--- config.mk ---
export PLATFORM = sky130hd
export DESIGN_NAME = drt_cell
export DESIGN_NICKNAME = d
export VERILOG_FILES = /design/src/drt_pkg.sv /design/src/drt_cell.sv
export SDC_FILE = /design/constraint.sdc
export NUM_CORES = 1
export LEC_CHECK = 0
export ABC_AREA = 1
export BUFFER_PORTS_ARGS = -buffer_cell sky130_fd_sc_hd__buf_2
export CAP_MARGIN = 25
export CORE_ASPECT_RATIO = 0.7
export CORE_MARGIN = 2
export CORE_UTILIZATION = 53
export CTS_CLUSTER_DIAMETER = 30
export DETAILED_ROUTE_END_ITERATION = 6
export GPL_TIMING_DRIVEN = 0
export PLACE_DENSITY = 0.82
export SLEW_MARGIN = 20
export SYNTH_ARGS = -nofsm -noshare
export SYNTH_HDL_FRONTEND = slang
export SYNTH_SLANG_ARGS = --single-unit
--- constraint.sdc ---
create_clock -name clk_i -period 4.2 [get_ports clk_i]
set_input_delay 0.42 -clock clk_i [delete_from_list [all_inputs] [get_ports clk_i]]
set_output_delay 0.42 -clock clk_i [all_outputs]
set_load 0.03 [all_outputs]
--- src/drt_pkg.sv ---
`default_nettype none
package drt_pkg;

  localparam int MAX_RECTS_DEF  = 64;
  localparam int COORD_BITS_DEF = 16;
  localparam int FIELD_W        = 16;
  localparam int ACTION_W       = 2;
  localparam int STATUS_W       = 3;
  localparam int COUNT_OUT_W    = 7;

  typedef enum logic [ACTION_W-1:0] {
    ACT_ADD   = 2'd0,
    ACT_CHECK = 2'd1,
    ACT_CLEAR = 2'd2,
    ACT_RSVD  = 2'd3
  } action_e;

  typedef enum logic [STATUS_W-1:0] {
    ST_STORED   = 3'd0,
    ST_OVERLAP  = 3'd1,
    ST_DEGEN    = 3'd2,
    ST_FULL     = 3'd3,
    ST_CHECKED  = 3'd4,
    ST_CLEARED  = 3'd5,
    ST_RSVD6    = 3'd6,
    ST_RSVD7    = 3'd7
  } status_e;

endpackage
`default_nettype wire

--- src/drt_cell.sv ---
`default_nettype none
module drt_cell
  import drt_pkg::*;
#(
  parameter int CW    = COORD_BITS_DEF,
  parameter int CNT_W = 7,
  parameter int IDX   = 0
) (
  input  wire logic             clk_i,
  input  wire logic             shift_i,
  input  wire logic [CW-1:0]    sh_x_i,
  input  wire logic [CW-1:0]    sh_y_i,
  input  wire logic [CW-1:0]    sh_w_i,
  input  wire logic [CW-1:0]    sh_h_i,
  input  wire logic [CW-1:0]    qx_i,
  input  wire logic [CW-1:0]    qy_i,
  input  wire logic [CW-1:0]    qw_i,
  input  wire logic [CW-1:0]    qh_i,
  input  wire logic [CNT_W-1:0] count_i,
  output logic      [CW-1:0]    x_o,
  output logic      [CW-1:0]    y_o,
  output logic      [CW-1:0]    w_o,
  output logic      [CW-1:0]    h_o,
  output logic                  hit_o
);

  logic [CW-1:0] x_q, y_q, w_q, h_q;
  logic [CW:0]   s_right, s_bot, q_right, q_bot;
  logic          apart;

  always_ff @(posedge clk_i) begin
    if (shift_i) begin
      x_q <= sh_x_i;
      y_q <= sh_y_i;
      w_q <= sh_w_i;
      h_q <= sh_h_i;
    end
  end

  always_comb begin
    s_right = {1'b0, x_q} + {1'b0, w_q};
    s_bot   = {1'b0, y_q} + {1'b0, h_q};
    q_right = {1'b0, qx_i} + {1'b0, qw_i};
    q_bot   = {1'b0, qy_i} + {1'b0, qh_i};
    apart   = (s_right <= {1'b0, qx_i}) || (q_right <= {1'b0, x_q}) ||
              (s_bot   <= {1'b0, qy_i}) || (q_bot   <= {1'b0, y_q});
    hit_o   = (count_i > CNT_W'(IDX)) && !apart;
  end

  assign x_o = x_q;
  assign y_o = y_q;
  assign w_o = w_q;
  assign h_o = h_q;

endmodule
`default_nettype wire

==> impl_results.md, run 1 <==
* Status: finished, final reports clean
* CTS Buf Count at 9
* Top cells by area, synth: edfxtp_1 29%, ha_1 25%, nand2_1 9.3%
* CTS Hold Buffers Added at 0
* Worst path most repeated cell: nand2_1
* DR top layer: met4
* Ant. Diodes at 0
* Yosys Warn Count at 0
* Max Cap Viol at 0
* Area of the mapped netlist at 0.00652 mm²
* Fillcell total at 988
* Register Area at between 0.0015 and 0.002 mm²
* Sw Share at 40.4%
* P_leak at 4.33 nW
* Final setup viols at 0
* I/O pins at 202
* Pre-CTS WS at -43.0 ps
* Pwr Density at 348 mW/mm²
* Avg Vias per Cell at about 5.2
* Final HPWL DP at 14000 µm
* Async S/R FF share, synth at 0%
* Clock sinks at 64
* Synth Flop Type: edfxtp_1
* EDFF count, synth at 64
* Final hold vios at 0
* Worst-path maximum fanout at 3
* Fin crit period at about 4100 ps
* Largest family of logic cells by synthesized area: adder cells
* Simple-gate share of the synthesized area at 15.5%
* Largest stage delay, worst path at 410 ps
* Die X-Extent at approximately 140 µm
* Die area at 0.0132 mm²
* DR iter-0 viols at 354
* Clock Pin Slew Worst Setup and Hold Paths at ~60 ps
* Port-buffer cells at 201
* WL met2 at 6670 µm
* Sequential Power Share at 28.4%
* Antenna Nets Post-Route at 0
* Fmax at 247 MHz
* Synth unique cells at 34
* Net Sw Power at around 0.0011 W
* Routed via count at 6021
* Least-Margin Pin Slew at 824 ps
* CP endpoint kind: primary output
* Post-synthesis compound-gate area fraction at 14.4%
* Routed len/inst at 14.5 µm
* Die Y-Extent at 96.8 µm
* Crit path DAT at about 3600 ps
* Sequential area share after synthesis at 29.5%
* Critical path buffers and inverters at 2
* Yosys top cell area share at 29.5%
* RD Place Congestion at 0.934
* Syn Inst Count at 776
* Syn Nets at 1045
* Initial antenna violation count at 0
* CP startpoint kind: input port
* Std cell rows at 33
* DRC at 0
* Slowest cell on crit path: fa_1
* Slack of the critical path at 149 ps
* Total routed wirelength at 16800 µm
* Placeable Area at about 0.012 mm²
* Post-synthesis adder-cell area fraction at 25.8%
* CTS tree: built
* Final hold slack at 267 ps
* CP Class: in -> out
* Met3 WL post-DR at 1740 µm
* Comb pwr share at 47.7%
* Placed Area at 0.00773 mm²
* Post-Syn Area per Cell at 8.40 µm²
* Max IR drop VDD at 0.221 mV
* Final nets at 1264
* CP delay by family, top: compound AO/OA/AOI/OAI gates
* Internal power at around 0.0017 W
* Relative slew margins at between 40% and 50%
* Worst path required time at 3780 ps
* Initial Util at approximately 55%
* CTS Buffer Depth at 2
* Clk pwr share at 23.9%
* Worst-path cell chain: buf_2 -> ha_1 -> fa_1 -> nand3_1 -> nand2_1 -> nand4_1 -> nand3_2 -> a21boi_2 -> o21ai_2 -> xor2_1 -> ha_1 -> nand2_1 -> a21oi_1 -> o21bai_1 -> nand2_1 -> a21oi_2 -> nand2_1 -> a21oi_1 -> a21oi_2 -> nand2_1 -> nor2_1 -> buf_4
* Multi-input gate area at approximately 0.0042 mm²
* Post-route cell area at 0.00815 mm²
* Post-Synth XOR/XNOR Area at slightly above 7%
* Finished Core Util at between 60% and 70%
* Final Slew Violations at 0
* Dominant cell type by area after synthesis: edfxtp_1
* Root Driver: clkbuf_16
* Post-Route Setup TNS at 0 ps
* Layout area overhead at 24.9%
* Most numerous cell in the Yosys netlist: nand2_1
* Layout cells sized above 1 at 26.3%
* Tcrit/Tclk final at 96.4%
* First-pass GRT wire length at 26500 µm
* 1st-pass router iterations at 5
* GRT overflow at 0
* Largest net degree at the start of global routing at 65
* Worst Hold Class: in -> reg
* Synthesis-stage register bit count at 64
* Global-route usage over all layers at 25.0%
* H-tree Lvls at 3
* Mux cell area share after synthesis at 0%
* Vias in the first global route at 5617
* Metal-1 WL at 8330 µm
* Synth cell count leaders: 162 x nand2_1, 131 x inv_1, 128 x ha_1
## placed cells by master (no fill, tap or decap), drive strengths merged, types with 3 or more instances in the layout
cell / Yosys / routed
xnor2: 17 / 17
edfxtp: 64 / 64
a21oi: 85 / 85
xor2: 37 / 37
o21a: 6 / 6
nor3: 11 / 11
buf: 0 / 208
a21boi: 3 / 3
clkinvlp: 0 / 4
o211ai: 5 / 5
ha: 128 / 128
inv: 131 / 131
a21o: 5 / 5
o21bai: 4 / 4
nor2: 35 / 35
nand3: 22 / 22
nand2: 165 / 165
o21ai: 30 / 30
a211oi: 5 / 5
clkbuf: 0 / 9
nand4: 9 / 9
fa: 4 / 4
## worst paths after layout
kind | startpoint | to | slack [ps] | cells past startpoint
worst min-delay path | sh_y_i[9] | y_o[9] | 270 | 1
worst max-delay path | qy_i[0] | hit_o | 150 | 22
## layer usage
| metal | track usage (%) | vias to the layer above |
|---|---|---|
| li1 | - | 3078 |
| met1 | 38.9 | 2691 |
| met2 | 35.3 | 246 |
| met3 | 6.60 | 6 |
| met4 | 3.21 | 0 |
| met5 | 0 | - |
## through the flow
| stage | std cells | total power, W |
|---|---|---|
| after floorplan | 776 | 0.00174 |
| after global placement | 1134 | 0.00205 |
| after detailed placement | 1134 | 0.00209 |
| after CTS | 1149 | 0.00279 |
| after global routing | 1156 | 0.00306 |
| final | 1156 | 0.00284 |
## registers in the layout, summed over array words and instances (netlist names)
signal	count
h_o	16
x_o	16
y_o	16
w_o	16
## final cells by class
cell class                 count  share of cell area (%)
multi-input combinational    581                    51.7
clock inverter                 6                   0.461
tap                          157                    2.41
timing repair buffer         208                    13.1
clock buffer                   9                    2.76
sequential                    64                    23.6
inverter                     131                    6.04
## cells by family (layout without fill, tap and decap cells)
logic type / Yosys count / after routing
simple gates: 246 / 246
compound gates: 149 / 149
fa+ha+maj: 132 / 132
buf+inv: 131 / 354
flops: 64 / 64
xor+xnor: 54 / 54
## power by group through the flow
stage	Sequential (W)	Combinational, W	Clock (W)
2_1_floorplan	0.000906	0.000832	0
3_3_place_gp	0.000818	0.00123	0
3_5_place_dp	0.000818	0.00127	0
4_1_cts	0.000805	0.00129	0.000695
5_1_grt	0.000812	0.00153	0.000719
6_report	0.000806	0.00135	0.000677
## timing repair
item,4_1_cts,5_1_grt
gates resized for setup,2,19
buffers inserted,0,7
pin swaps,0,3
endpoints found under the setup margin,1,1
(Power assumes the default switching activity.)
==> run 2: changes to the inputs <==
--- a/config.mk
+++ b/config.mk
@@ -10,11 +10,11 @@
 export CAP_MARGIN = 25
 export CORE_ASPECT_RATIO = 0.7
 export CORE_MARGIN = 2
-export CORE_UTILIZATION = 53
+export CORE_UTILIZATION = 57
 export CTS_CLUSTER_DIAMETER = 30
 export DETAILED_ROUTE_END_ITERATION = 6
 export GPL_TIMING_DRIVEN = 0
-export PLACE_DENSITY = 0.82
+export PLACE_DENSITY = 0.88
 export SLEW_MARGIN = 20
 export SYNTH_ARGS = -nofsm -noshare
 export SYNTH_HDL_FRONTEND = slang
==> constraint.sdc (replaced) <==
create_clock -name clk_i -period 4.96 [get_ports clk_i]
set_input_delay 0.496 -clock clk_i [delete_from_list [all_inputs] [get_ports clk_i]]
set_output_delay 0.496 -clock clk_i [all_outputs]
set_load 0.03 [all_outputs]
==> run 2 against run 1 <==
Net effect:
- cell count down 0.87%
- worst setup slack improved by 270 ps
- total power fell by 17%
- clock power fell by 18%
- combinational power fell by 18%
- critical path depth unchanged
- die area shrank 6.8%
- core utilization is 3.2 points higher
- sequential power down 15%
- critical path type unchanged
- largest cell class unchanged
==> impl_results.md, run 2 (synthesis results as in run 1) <==
* Status: finished, final reports clean
* Clock sinks at 64
* Total routed wirelength at 17000 µm
* Tcrit/Tclk final at 91.5%
* Critical path depth at 22
* CP endpoint kind: primary output
* Clock Pin Slew Worst Setup and Hold Paths at 60 ps
* Final hold vios at 0
* DRC at 0
* CP delay by family, top: simple AND/OR/NAND/NOR gates
* DR iter-0 viols at 422
* Layout cells sized above 1 at 24.3%
* CP startpoint kind: input port
* Clk pwr share at 23.7%
* Post-Route Setup TNS at 0 ps
* Global-route usage over all layers at 28.3%
* Fillcell total at around 910
* Post-CTS Repair Setup Buffers at 0
* Vias in the first global route at 5856
* P_leak at roughly 4.3 nW
* Std cell rows at 32
* Pwr Density at approximately 290 mW/mm²
* RD Place Congestion at 0.943
* Antenna Nets Post-Route at 0
* 1st-pass router iterations at 5
* CP Class: in -> out
* Slack of the critical path at 422 ps
* Initial antenna violation count at 0
* Sequential Power Share at 29.1%
* Port-buffer cells at 201
* Placed Area at 0.00772 mm²
* Crit path DAT at approximately 4000 ps
* Relative slew margins at 45.3%
* Avg Vias per Cell at 5.31
* CTS tree: built
* Worst Hold Class: in -> reg
* Fmax at 220 MHz
* RSZ-0062 raised after global routing: false
* Initial Util at 58.8%
* Die area at approximately 0.012 mm²
* Max IR drop VDD at 0.234 mV
* Final Slew Violations at 0
* GRT overflow at 0
* CTS Buffer Depth at 2
* H-tree Lvls at 3
* Worst-path maximum fanout at 3
* CTS resizes at 0
* Final setup viols at 0
* CP Launch Point: qy_i[0]
* Root Driver: clkbuf_16
* Sw Share at 40.0%
* Critical path buffers and inverters at 2
* Max Cap Viol at 0
* Post-route cell area at about 0.008 mm²
* First-pass GRT wire length at 27700 µm
* Routed via count at 6086
* Die Y-Extent at 93.5 µm
* Largest stage delay, worst path at roughly 490 ps
* Largest net degree at the start of global routing at 65
* Fin crit period at 4540 ps
* Least-Margin Pin Slew at just over 800 ps
* Routed len/inst at 14.9 µm
* Final HPWL DP at 14500 µm
* Worst path required time at between 4000 and 5000 ps
* Layout area overhead at 22.3%
* Die X-Extent at roughly 130 µm
* Finished Core Util at a little under three quarters
* CTS Buf Count at 9
* Pre-CTS WS at about 540 ps
* Worst-path cell chain: buf_2 -> ha_1 -> fa_1 -> nand3_1 -> nand2_1 -> nand4_1 -> nand3_1 -> a21boi_2 -> o21ai_2 -> nand2_1 -> nand2_1 -> nand2_1 -> nand2_1 -> ha_1 -> nand2_1 -> nor3_1 -> nand4_1 -> a21oi_1 -> a21oi_1 -> nand2_1 -> nor2_1 -> buf_2
* Final nets at 1257
* I/O pins at 202
* Worst path most repeated cell: nand2_1
* Comb pwr share at 47.2%
* Most common cell after layout, fill and taps aside: buf_2
* Most frequent cells in the layout: 200 x buf_2, 162 x nand2_1, 131 x inv_1
* Net Sw Power at 0.000939 W
* Worst Setup EP: hit_o
* CTS Hold Buffers Added at 0
* Slowest cell on crit path: nor3_1
* Internal power at 0.00141 W
* Placeable Area at 0.0111 mm²
## run 2: final cells by class
| cell class | count | area (µm²) | area share (%) |
|---|---|---|---|
| multi-input combinational | 581 | 4110 | 51.5 |
| sequential | 64 | 1920 | 24.1 |
| inverter | 131 | 492 | 6.16 |
| timing repair buffer | 201 | 1010 | 12.6 |
| clock inverter | 5 | 25.0 | 0.314 |
| tap | 153 | 191 | 2.40 |
| antenna | 1 | 2.50 | 0.0314 |
| clock buffer | 10 | 229 | 2.87 |
## run 2: worst min path at each step
stage	start	cells after the start	to
finish	sh_y_i[9]	1	y_o[9]
global route	sh_h_i[9]	1	h_o[9]
CTS	sh_y_i[9]	1	y_o[9]
detailed placement	sh_h_i[1]	1	h_o[1]
global placement	sh_x_i[9]	1	x_o[9]
floorplan	sh_h_i[0]	0	h_o[0]
## run 2: per-layer routing
layer  GRT usage (%)  share of wire, %  wire length (µm)  vias to the layer above
met3            6.99               9.3              1590                       12
met4            4.53              0.75               128                        0
met1            40.9                48              8170                     2755
met2            43.5                42              7140                      253
li1                -                 -                 -                     3066
met5               0                 0                 0                        -
## run 2: through the flow
stage                     instances  total power [W]  hold slack, ps
after floorplan                 776          0.00147             595
after global placement         1130          0.00173             672
after detailed placement       1130          0.00178             674
after CTS                      1145          0.00234             331
after global routing           1145          0.00253             326
final                          1146          0.00235             340
## run 2: power by group through the flow
stage / combinational [W] / clock, W / sequential [W]
floorplan: 0.000705 / 0 / 0.000767
CTS: 0.00110 / 0.000564 / 0.000683
global placement: 0.00104 / 0 / 0.000693
finish: 0.00111 / 0.000555 / 0.000683
global route: 0.00125 / 0.000585 / 0.000688
detailed placement: 0.00109 / 0 / 0.000693
==> run 3: changes to the inputs <==
--- a/config.mk
+++ b/config.mk
@@ -14,6 +14,7 @@
 export CTS_CLUSTER_DIAMETER = 30
 export DETAILED_ROUTE_END_ITERATION = 6
 export GPL_TIMING_DRIVEN = 0
+export MAX_ROUTING_LAYER = met4
 export PLACE_DENSITY = 0.88
 export SLEW_MARGIN = 20
 export SYNTH_ARGS = -nofsm -noshare
==> run 3 against run 2 <==
Net effect:
- die area unchanged
- core utilization is 0.29 points higher
- global-route usage is 0.20 points higher
- sequential power about the same
- combinational power hardly changed
- non-clock buffer count unchanged
- first-iteration DRC count is 0.95% lower
- cell area up 0.41%
- worst hold slack got worse by 1.8 ps
- count of clock-buffer cells in the layout did not move
- critical path type unchanged
- critical endpoint unchanged
==> impl_results.md, run 3 (synthesis results as in run 1) <==
* Status: finished, final reports clean
* Relative slew margins at 44.8%
* CTS tree: built
* CP startpoint kind: input port
* 1st-pass router iterations at 5
* Final hold slack at about 340 ps
* Register Area at 0.00192 mm²
* Final HPWL DP at about 14000 µm
* Final Slew Violations at 0
* Final nets at 1257
* Layout area overhead at 22.8%
* Fillcell total at 886
* Clock sinks at 64
* Pwr Density at 300 mW/mm²
* Final hold vios at 0
* CTS resizes at 0
* RSZ-0062 raised after global routing: false
* Worst hold stages at 1
* Initial antenna violation count at 0
* Placeable Area at 0.0111 mm²
* Most frequent cells in the layout: 200 x buf_2, 162 x nand2_1, 131 x inv_1
* Sequential Power Share at 28.4%
* Worst Hold Class: in -> reg
* Max Cap Viol at 0
* Multi-input gate area at 0.00411 mm²
* Die Y-Extent at 93.5 µm
* GRT overflow at 0
* Die X-Extent at 132 µm
* CTS Hold Buffers Added at 0
* Post-route cell area at 0.00801 mm²
* Fmax at 225 MHz
* I/O pins at 202
* Finished Core Util at 72.2%
* Crit path DAT at 3950 ps
* Layout cells sized above 1 at approximately a quarter
* CP Class: in -> out
* Routed via count at 5992
* Worst path required time at 4460 ps
* Avg Vias per Cell at 5.23
* P_leak at roughly 4.3 nW
* Final Non-Filler Cells at 1146
* Global-route usage over all layers at approximately 28%
* Comb pwr share at 45.9%
* Least-Margin Pin Slew at 828 ps
* Antenna Nets Post-Route at 0
* CP endpoint kind: primary output
* First-pass GRT wire length at 27100 µm
* Worst-path maximum fanout at 3
* Largest net degree at the start of global routing at 65
* Placed Area at 0.00772 mm²
* DR iter-0 viols at 418
* Internal power at between 0.001 and 0.0015 W
* Std cell rows at 32
* Fin crit period at approximately 4400 ps
* Total routed wirelength at 16700 µm
* Net Sw Power at 0.000940 W
* CTS Buf Count at 9
* Max IR drop VDD at ~0.23 mV
* CTS Buffer Depth at 2
* DP Cell Count at 1130
* Post-CTS Repair Setup Buffers at 0
* H-tree Lvls at 3
* Clock Pin Slew Worst Setup and Hold Paths at 60 ps
* Ant. Diodes at 0
* Root Driver: clkbuf_16
* Final setup viols at 0
* Tcrit/Tclk final at 89.6%
* Post-Route Setup TNS at 0 ps
* Most common cell after layout, fill and taps aside: buf_2
* Vias in the first global route at ~5700
* Initial Util at a little under 60%
* RD Place Congestion at 0.957
* DRC at 0
* Die area at 0.0123 mm²
* Port-buffer cells at 201
* Clk pwr share at 25.7%
* Sw Share at 39.1%
* Routed len/inst at 14.6 µm
-- run 3: per-layer routing --
metal / routed length, µm / part of all wire [%] / global-route usage [%] / up-vias
met5: 0 / 0 / - / -
met4: 132 / 0.79 / 3.89 / 0
met3: 1600 / 9.6 / 5.75 / 14
met2: 6920 / 41 / 42.8 / 269
met1: 8090 / 48 / 40.8 / 2641
li1: - / - / - / 3068
-- run 3: metrics by stage --
stage | total power (W) | worst slack [ps]
floorplan | 0.00147 | 1170
global placement | 0.00173 | 607
detailed placement | 0.00177 | 566
CTS | 0.00240 | 563
global route | 0.00258 | 292
finish | 0.00240 | 516
-- run 3: power groups by stage --
stage / combinational, W / clock, W / sequential, W
2_1_floorplan: 0.000705 / 0 / 0.000767
3_3_place_gp: 0.00104 / 0 / 0.000693
3_5_place_dp: 0.00108 / 0 / 0.000693
4_1_cts: 0.00109 / 0.000627 / 0.000683
5_1_grt: 0.00124 / 0.000652 / 0.000688
6_report: 0.00110 / 0.000616 / 0.000683
-- run 3: final timing paths --
kind              slack (ps)      to       from
hold / removal           340  x_o[9]  sh_x_i[9]
setup / recovery         520   hit_o    qy_i[0]
-- run 3: cell type report --
class                      count  share of cell area, %
clock buffer                  10                   2.86
clock inverter                 6                  0.750
inverter                     131                   6.14
multi-input combinational    581                   51.3
sequential                    64                   24.0
tap                          153                   2.39
timing repair buffer         201                   12.6
-- run 3: worst max-delay path: stages --
cell	delay, ps
buf_2	110
ha_1	230
fa_1	420
nand3_1	100
nand2_1	100
nand4_1	100
nand3_1	230
a21boi_2	270
o21ai_2	100
nand2_1	90
nand2_1	50
nand2_1	50
nand2_1	50
ha_1	290
nand2_1	80
nor3_1	400
nand2_1	100
nand2_1	70
a21oi_1	60
a21oi_1	180
nand2_1	90
nor2_1	80
buf_2	200
